<file path="config.mk">
export PLATFORM = sky130hd
export DESIGN_NAME = cmrm_div_stage
export DESIGN_NICKNAME = d
export VERILOG_FILES = /design/src/design/cmrm_pkg.sv /design/src/design/cmrm_div_stage.sv
export SDC_FILE = /design/constraint.sdc
export NUM_CORES = 1
export LEC_CHECK = 0
export BUFFER_PORTS_ARGS = -buffer_cell sky130_fd_sc_hd__buf_2
export CORE_ASPECT_RATIO = 1.5
export CORE_MARGIN = 3
export CORE_UTILIZATION = 30
export CTS_BUF_LIST = sky130_fd_sc_hd__clkbuf_8
export CTS_CLUSTER_DIAMETER = 100
export DETAILED_ROUTE_END_ITERATION = 6
export GPL_ROUTABILITY_DRIVEN = 0
export PLACE_DENSITY = 0.56
export RECOVER_POWER = 25
export SYNTH_ARGS = -nofsm -noshare
export SYNTH_HDL_FRONTEND = slang
export SYNTH_SLANG_ARGS = --single-unit
export TNS_END_PERCENT = 1
</file>
<file path="constraint.sdc">
create_clock -name clk -period 3.4 [get_ports clk]
set_clock_uncertainty 0.05 [all_clocks]
set_input_delay 0.51 -clock clk [delete_from_list [all_inputs] [get_ports clk]]
set_output_delay 0.51 -clock clk [all_outputs]
set_load 0.02 [all_outputs]
</file>
<file path="src/design/cmrm_pkg.sv">
// ----------------------------------------------------------------------------
// cmrm_pkg: shared constants and types
// Widths, register indexes and status codes for the address core.
// ----------------------------------------------------------------------------
package cmrm_pkg;

  localparam int MAX_DIMS_DEF = 4;
  localparam int EXT_REGS     = 4;
  localparam int IDX_W        = 32;
  localparam int EXT_W        = 16;
  localparam int EB_W         = 11;
  localparam int OFS_W        = 42;
  localparam int CFG_IDX_W    = 3;
  localparam int CFG_DATA_W   = 16;

  localparam logic [CFG_IDX_W-1:0] REG_COLUMN_MAJOR  = 3'd0;
  localparam logic [CFG_IDX_W-1:0] REG_NUM_DIMS      = 3'd1;
  localparam logic [CFG_IDX_W-1:0] REG_EXTENT_0      = 3'd2;
  localparam logic [CFG_IDX_W-1:0] REG_EXTENT_1      = 3'd3;
  localparam logic [CFG_IDX_W-1:0] REG_EXTENT_2      = 3'd4;
  localparam logic [CFG_IDX_W-1:0] REG_EXTENT_3      = 3'd5;
  localparam logic [CFG_IDX_W-1:0] REG_ELEMENT_BYTES = 3'd6;

  localparam logic [1:0] ST_OK    = 2'd0;
  localparam logic [1:0] ST_ESIZE = 2'd1;
  localparam logic [1:0] ST_RANGE = 2'd2;

  typedef struct packed {
    logic                 column_major;
    logic [2:0]           axes;
    logic [EB_W-1:0]      element_bytes;
  } cfg_t;

endpackage

</file>
<file path="src/design/cmrm_div_stage.sv">
// ----------------------------------------------------------------------------
// cmrm_div_stage: one radix-2 restoring division step
// Registered step of rest / extent; shifts one quotient bit per stage.
// ----------------------------------------------------------------------------
module cmrm_div_stage
  import cmrm_pkg::*;
(
  input  logic             clk,
  input  logic [EXT_W:0]   rem_in,
  input  logic [IDX_W-1:0] quo_in,
  input  logic [EXT_W-1:0] divisor,
  output logic [EXT_W:0]   rem_out,
  output logic [IDX_W-1:0] quo_out
);

  logic [EXT_W+1:0] trial;
  logic [EXT_W+1:0] sub;

  always_comb begin
    trial = {rem_in, quo_in[IDX_W-1]};
    sub   = trial - {2'b00, divisor};
  end

  // rem_in < divisor for a nonzero divisor, so the result fits in EXT_W+1 bits
  always_ff @(posedge clk) begin
    if (!sub[EXT_W+1]) begin
      rem_out <= sub[EXT_W:0];
      quo_out <= {quo_in[IDX_W-2:0], 1'b1};
    end else begin
      rem_out <= trial[EXT_W:0];
      quo_out <= {quo_in[IDX_W-2:0], 1'b0};
    end
  end

endmodule

</file>
==> results by group, run 1 <==
Yosys
  – Count leader, synth: dfxtp_1
  – Synth Net Count: 278
  – Synthesized area: 2120 sq um
  – Post-synth ARST share: 0%
  – Cell taking the most area after synthesis: dfxtp_1
  – Top FF cell, synth: dfxtp_1
  – Yosys cell types: 39
  – Synthesized flop and latch total: 49
  – Post-synth top area share: 46.2%
  – Avg Cell Area, Syn: 10.9 sq um
  – Synth warn: 0
  – Top cells by count, synth: dfxtp_1 (49), a21oi_1 (17), inv_1 (17)
  – Post-synth EDFFs: 0
  – Mapped Cells: 195
  – Synth area leaders: dfxtp_1 (46%), ha_1 (9.4%), mux2_2 (4.2%)
  – Sequential share of the synthesized area: 46.2%

Detailed routing
  – Vias per cell: 4.52
  – Starting DRT DRC Count: 53
  – Drt drc: 0
  – WL/cell: 12.5 um
  – Total Routed Length: 4860 um
  – First-pass iteration count of the detailed router: 4
  – Routed Antenna Nets: 0
  – Via count: 1764

Min path
  – Worst Hold Depth: 1
  – Hold Path Class: input pin to flip-flop
  – HP Start: quo_in[15]
  – Hold path endpoint: quo_out[16]$_DFF_P_

Clocking
  – CTS clk-pin slew, worst paths: 0.09 ns
  – Setup Buffers After CTS: 0
  – Clk sinks: 49
  – Clock root buffer: clkbuf_8
  – Cts repair resizes: 0
  – TritonCTS Buffers: 5
  – Max clock buf depth: 2
  – CTS tree: done
  – H-tree levels: 2
  – CTS Hold Bufs: 0

Critical path
  – Critical Path Sink Type: flip-flop
  – Worst EP arrival: 2.98 ns
  – Slowest cell on crit path: xnor2_4
  – Worst path top cell family by delay: simple AND/OR/NAND/NOR gates
  – Max incr delay on CP: 0.61 ns
  – Critical Path Start Type: input pin
  – Critical path depth in cells: 8
  – Worst-path maximum fanout: 18
  – Setup CP Type: input pin to flip-flop
  – WP buf/inv: 1
  – CP required: 3.54 ns
  – Worst-path cell chain: buf_2 > ha_1 > nand2_2 > or4_1 > a31oi_2 > nor3_4 > xnor2_4 > mux2_2

Timing
  – Period minus WS final: 2.84 ns
  – RSZ-0062 raised after global routing: false
  – Worst-margin pin slew: 0.756 ns
  – Endpoints failing setup: 0
  – Final Hold Viols: 0
  – Setup tns final: 0 ns
  – F_max: 0.353 GHz
  – Tcrit/Tclk final: 83.4%
  – Fin worst setup slack: 0.564 ns
  – Rel. slew slack: 49.6%
  – Final Max Tran Viols: 0
  – Final Hold Slack: 0.258 ns

Final layout
  – Area grow syn2layout: 33.6%
  – # fillers: 684
  – ANT cells: 0
  – Layout Nets: 396
  – Layout cells sized above 1: 46.5%

Floorplan
  – Die H: 109 um
  – Row Count: 36
  – Die width: 74.7 um
  – IO Pins: 115
  – Die footprint: 8150 sq um
  – Core area: 6670 sq um
  – Initial Util: 31.9%

Global routing
  – Gr usage total: 11.2%
  – First-pass GRT wire length: 7090 um
  – Largest net degree at the start of global routing: 19
  – Initial antenna violation count: 0
  – Overflow after GRT: 0
  – Vias in the first global route: 1621

Pwr
  – Max IR drop VDD: 0.179 mV
  – Pwr dens: 494 nW/um^2
  – Static Leakage: 1.43 nW

Flow run
  – Max_cap viols: 0

Status
  – Status: complete, no violations

Placement
  – Detailed placement HPWL: 4010 um
  – Port Buf Inserts: 114
  – Dpl ws: 0.202 ns
[logic make-up after synthesis]
logic type      Yosys count  share of synthesized area [%]
simple gates             35                           8.95
xor+xnor                 16                           7.48
mux                      16                           9.42
fa+ha+maj                17                           10.4
compound gates           40                           12.0
flops                    49                           46.2
buf+inv                  22                           5.59
[stage by stage]
step                      instances  util (%)  area [sq um]  total power [mW]
after floorplan                 195         -          2120             0.960
after global placement          382      41.3          2750              1.09
after detailed placement        382      41.3          2750              1.09
after CTS                       390      42.6          2840              1.43
after global routing            390      42.6          2840              1.49
final                           390      42.6          2840              1.40
[power by group]
group | leakage (nW) | total, mW | internal (mW) | switching (mW)
combinational | 0.976 | 0.421 | 0.186 | 0.235
sequential | 0.413 | 0.650 | 0.637 | 0.0131
clock | 0.0416 | 0.331 | 0.142 | 0.189
total | 1.43 | 1.40 | 0.965 | 0.437
[metal layers]
metal	vias up	part of all wire [%]	track usage (%)
li1	901	-	-
met1	768	37	11.7
met2	84	50	19.8
met3	11	11	3.41
met4	0	2.3	5.09
met5	-	0	0
[flip-flops by register name (all words and copies together) (netlist names)]
signal,count
rem_out,17
quo_out,32
[worst max path at each step]
stage,slack [ns],end,start
5_1_grt,0.45,rem_out[6]$_DFF_P_,rem_in[7]
4_1_cts,0.54,rem_out[8]$_DFF_P_,rem_in[7]
3_5_place_dp,0.20,rem_out[8]$_DFF_P_,rem_in[7]
3_3_place_gp,0.25,rem_out[9]$_DFF_P_,divisor[8]
6_report,0.56,rem_out[8]$_DFF_P_,rem_in[7]
2_1_floorplan,0.70,rem_out[10]$_DFF_P_,divisor[9]
[cell type report]
| class | count | area, sq um | share of cell area [%] |
|---|---|---|---|
| clock buffers | 5 | 68.8 | 2.43 |
| clock inverters | 3 | 18.8 | 0.661 |
| inverters | 17 | 63.8 | 2.25 |
| multi-input cells | 124 | 1020 | 36.1 |
| flip-flops and latches | 49 | 981 | 34.6 |
| well taps | 76 | 95.1 | 3.35 |
| repair buffers | 116 | 586 | 20.6 |
[cells in the final DEF, fill, tap and decap left out]
| master | count |
|---|---|
| and3_2 | 1 |
| o211ai_2 | 1 |
| clkbuf_8 | 5 |
| xnor2_1 | 8 |
| inv_1 | 18 |
| a31oi_2 | 1 |
| ha_1 | 16 |
| o211ai_1 | 2 |
| nor2_1 | 6 |
| a211oi_1 | 1 |
| nand2b_1 | 4 |
| o311ai_0 | 1 |
| a211o_2 | 1 |
| xnor2_4 | 1 |
| clkinvlp_4 | 2 |
| and2b_2 | 1 |
| nand2_2 | 1 |
| nand2_1 | 12 |
| o21ai_0 | 8 |
| or4_1 | 1 |
| a31oi_1 | 1 |
| nor2b_1 | 1 |
| o31ai_1 | 2 |
| mux2_2 | 8 |
| nand3_1 | 5 |
| mux2_4 | 6 |
| fa_1 | 1 |
| dfxtp_1 | 49 |
| nor3b_1 | 1 |
| o21a_1 | 2 |
| nand4_2 | 1 |
| xor2_1 | 7 |
| buf_2 | 114 |
| nor3_4 | 1 |
| a311o_1 | 1 |
| mux2i_1 | 2 |
| a21oi_1 | 17 |
| o2111ai_1 | 2 |
| buf_4 | 2 |
Note: power is estimated with default switching activity, not from simulation.
==> run 2, diff against run 1 <==
--- a/config.mk
+++ b/config.mk
@@ -5,6 +5,7 @@
 export SDC_FILE = /design/constraint.sdc
 export NUM_CORES = 1
 export LEC_CHECK = 0
+export ABC_AREA = 1
 export BUFFER_PORTS_ARGS = -buffer_cell sky130_fd_sc_hd__buf_2
 export CORE_ASPECT_RATIO = 1.5
 export CORE_MARGIN = 3
@@ -13,7 +14,7 @@
 export CTS_CLUSTER_DIAMETER = 100
 export DETAILED_ROUTE_END_ITERATION = 6
 export GPL_ROUTABILITY_DRIVEN = 0
-export PLACE_DENSITY = 0.56
+export PLACE_DENSITY = 0.53
 export RECOVER_POWER = 25
 export SYNTH_ARGS = -nofsm -noshare
 export SYNTH_HDL_FRONTEND = slang
==> constraint.sdc (replaced) <==
create_clock -name clk -period 2.77 [get_ports clk]
set_clock_uncertainty 0.05 [all_clocks]
set_input_delay 0.4155 -clock clk [delete_from_list [all_inputs] [get_ports clk]]
set_output_delay 0.4155 -clock clk [all_outputs]
set_load 0.02 [all_outputs]
==> results by group, run 2 <==
Status
  – Status: complete, no violations

Placement
  – Port Buf Inserts: 114 (unchanged)
  – Dpl ws: 0.529 ns (+0.328 ns)
  – Detailed placement HPWL: 5880 um (+47%)

Critical path
  – Critical Path Sink Type: flip-flop
  – CP required: 2.93 ns (-0.61 ns)
  – Setup CP Type: input pin to flip-flop
  – Worst EP arrival: 2.06 ns (-0.92 ns)
  – Critical Path Start Type: input pin
  – Worst-path maximum fanout: 4 (-14)

Pwr
  – Seq pwr share: 42.0% (-4.4 points)
  – Net Switching: 609 uW (+39%)
  – Proportion of power drawn by the clock network: 28.3% (+4.7 points)
  – Static Leakage: 2.00 nW (+40%)
  – Comb pwr share: 29.7% (-0.3 points)
  – Cell internal pwr: 1.27 mW (+32%)
  – Sw frac: 32.4% (+1.2 points)
  – Max IR drop VDD: 0.301 mV (+68%)
  – Pwr dens: 552 nW/um^2 (+12%)

Clocking
  – CTS tree: done
  – Clk sinks: 49 (unchanged)
  – H-tree levels: 2 (unchanged)
  – Clock root buffer: clkbuf_8
  – CTS clk-pin slew, worst paths: 0.09 ns (about the same)
  – Max clock buf depth: 2 (unchanged)
  – Cts repair resizes: 0 (unchanged)
  – CTS Hold Bufs: 0 (unchanged)
  – Setup Buffers After CTS: 0 (unchanged)
  – TritonCTS Buffers: 5 (unchanged)

Flow run
  – Max_cap viols: 0 (unchanged)

Detailed routing
  – Via count: 2489 (+41%)
  – Drt drc: 0 (unchanged)
  – Vias per cell: 4.33 (-4.3%)
  – Routed Antenna Nets: 0 (unchanged)
  – WL/cell: 12.1 um (-3.2%)
  – Starting DRT DRC Count: 90 (+70%)
  – First-pass iteration count of the detailed router: 4 (unchanged)
  – Total Routed Length: 6940 um (+43%)

Min path
  – HP Start: quo_in[2]
  – Hold Path Class: input pin to flip-flop
  – Hold path endpoint: quo_out[3]$_DFF_P_
  – Worst Hold Depth: 1 (unchanged)

Final layout
  – Layout Nets: 550 (+39%)
  – Largest register by flop count: quo_out
  – Top flop regs: quo_out: 32 flops, rem_out: 17 flops
  – Area grow syn2layout: 29.0%
  – Leading cell type in the layout, fill and taps excluded: buf_2
  – Max reg flops: 32 (unchanged)
  – Layout cells sized above 1: 34.6% (-12 points)
  – Most frequent cells in the layout: buf_2 (114), nand2_1 (110), inv_1 (64), dfxtp_1 (49), nand3_1 (30)
  – ANT cells: 0 (unchanged)

Timing
  – Worst-margin pin slew: 0.305 ns (-0.452 ns)
  – Final Max Tran Viols: 0 (unchanged)
  – Fin worst setup slack: 0.871 ns (+0.308 ns)
  – Period minus WS final: 1.90 ns
  – F_max: 0.527 GHz
  – Rel. slew slack: 79.7% (+30 points)
  – Endpoints failing setup: 0 (unchanged)
  – Final Hold Viols: 0 (unchanged)
  – Tcrit/Tclk final: 68.6%
  – RSZ-0062 raised after global routing: false
  – Setup tns final: 0 ns (unchanged)

Yosys
  – Top cells by count, synth: nand2_1 (110), inv_1 (64), dfxtp_1 (49)
  – Post-synth top area share: 37.1% (-9.0 points)
  – Post-synth EDFFs: 0 (unchanged)
  – Synth warn: 0 (unchanged)
  – Synthesized area: 2640 sq um (+24%)
  – Cell taking the most area after synthesis: dfxtp_1
  – Post-synthesis simple-gate area fraction: 38.3% (+29 points)
  – Sequential share of the synthesized area: 37.1% (-9.0 points)
  – Avg Cell Area, Syn: 7.55 sq um (-31%)
  – Yosys cell types: 28 (-28%)
  – Mapped Cells: 350 (+79%)
  – Main combinational cell family by area after synthesis: simple AND/OR/NAND/NOR gates
  – Top FF cell, synth: dfxtp_1
  – Area share of xor/xnor cells in the synthesized design: 2.32% (-5.2 points)
  – Synth Net Count: 433 (+56%)
  – Count leader, synth: nand2_1
  – Mux share of post-synthesis cell area: 0% (-9.4 points)
  – Synthesized flop and latch total: 49 (unchanged)
  – Compound-gate portion of the synthesized area: 2.04% (-10 points)
  – Post-synth ARST share: 0% (unchanged)
  – Adder-cell area share of the yosys netlist: 8.34% (-2.0 points)
  – Synth area leaders: dfxtp_1 (37%), nand2_1 (16%), inv_1 (9.1%)

Global routing
  – First-pass GRT wire length: 10700 um (+51%)
  – Initial antenna violation count: 0 (unchanged)
  – Vias in the first global route: 2494 (+54%)
  – Gr usage total: 14.1% (+2.9 points)
  – Overflow after GRT: 0 (unchanged)
  – Largest net degree at the start of global routing: 19 (unchanged)

Floorplan
  – Core area: 8520 sq um (+28%)
  – Die footprint: 9990 sq um (+23%)
  – Die width: 82.6 um (+11%)
  – Initial Util: 31.0% (-0.85 points)
  – Die H: 121 um (+11%)
  – Row Count: 41 (+14%)
  – IO Pins: 115 (unchanged)
-- run 2: cell count changes after synthesis, moves of 6 or more --
cell / previous run / this run
o21ai_0: 8 / 0
a21oi_1: 17 / 8
mux2_2: 8 / 0
nand2_1: 12 / 110
inv_1: 17 / 64
mux2_4: 6 / 0
nand3_2: 0 / 17
nand3_1: 5 / 30
-- run 2: worst max-delay path by stage --
stage / startpoint / end / depth (start not counted) / slack, ns
after floorplan: quo_in[31] / rem_out[14]$_DFF_P_ / 13 / 0.92
after global placement: quo_in[31] / rem_out[14]$_DFF_P_ / 14 / 0.52
after detailed placement: quo_in[31] / rem_out[14]$_DFF_P_ / 14 / 0.53
after CTS: quo_in[31] / rem_out[14]$_DFF_P_ / 14 / 0.87
after global routing: quo_in[31] / rem_out[16]$_DFF_P_ / 15 / 0.74
final: quo_in[31] / rem_out[16]$_DFF_P_ / 14 / 0.87
-- run 2: power groups by stage --
stage,clock network (mW),logic (mW),registers [mW]
2_1_floorplan,0,0.300,0.898
3_3_place_gp,0,0.566,0.805
3_5_place_dp,0,0.569,0.808
4_1_cts,0.554,0.570,0.791
5_1_grt,0.579,0.631,0.797
6_report,0.533,0.559,0.789
-- run 2: final cells by class --
type,count,area [sq um]
fillers,949,5110
clock buffers,6,82.6
multi-input cells,229,1350
clock inverters,2,37.5
well taps,107,134
repair buffers,114,571
flip-flops and latches,49,981
inverters,68,256
-- run 2: logic make-up (layout without fill, tap and decap cells) --
family	count (synthesis)	in the layout
adder cells (fa/ha/maj)	17	17
buffers and inverters	72	190
AO/OA/AOI/OAI	10	10
flip-flops	49	49
XOR/XNOR	7	7
AND/OR/NAND/NOR	195	195
-- run 2: layer usage --
metal	share of wire, %	global-route usage, %	vias up
met5	0	0	-
met4	2.6	6.85	0
met3	9.0	2.90	13
met2	54	28.0	91
met1	35	12.6	1078
li1	-	-	1307
-- run 2: critical path, cell delays in order --
cell     delay [ns]
buf_2          0.09
inv_1          0.04
ha_1           0.22
fa_1           0.40
inv_1          0.07
nand2_1        0.05
nand2_1        0.15
nand3_1        0.10
nand2_1        0.14
nand2_1        0.12
nand3_1        0.09
nand2_1        0.07
nand3_2        0.06
nand2_1        0.06
-- run 2: through the flow --
stage / instance area (sq um) / total power, mW / std cells / utilization [%] / hold slack (ns)
floorplan: 2640 / 1.20 / 350 / - / 0.393
global placement: 3290 / 1.37 / 567 / 38.6 / 0.468
detailed placement: 3290 / 1.38 / 567 / 38.6 / 0.470
CTS: 3410 / 1.92 / 575 / 40.0 / 0.137
global route: 3410 / 2.01 / 575 / 40.0 / 0.136
finish: 3410 / 1.88 / 575 / 40.0 / 0.150
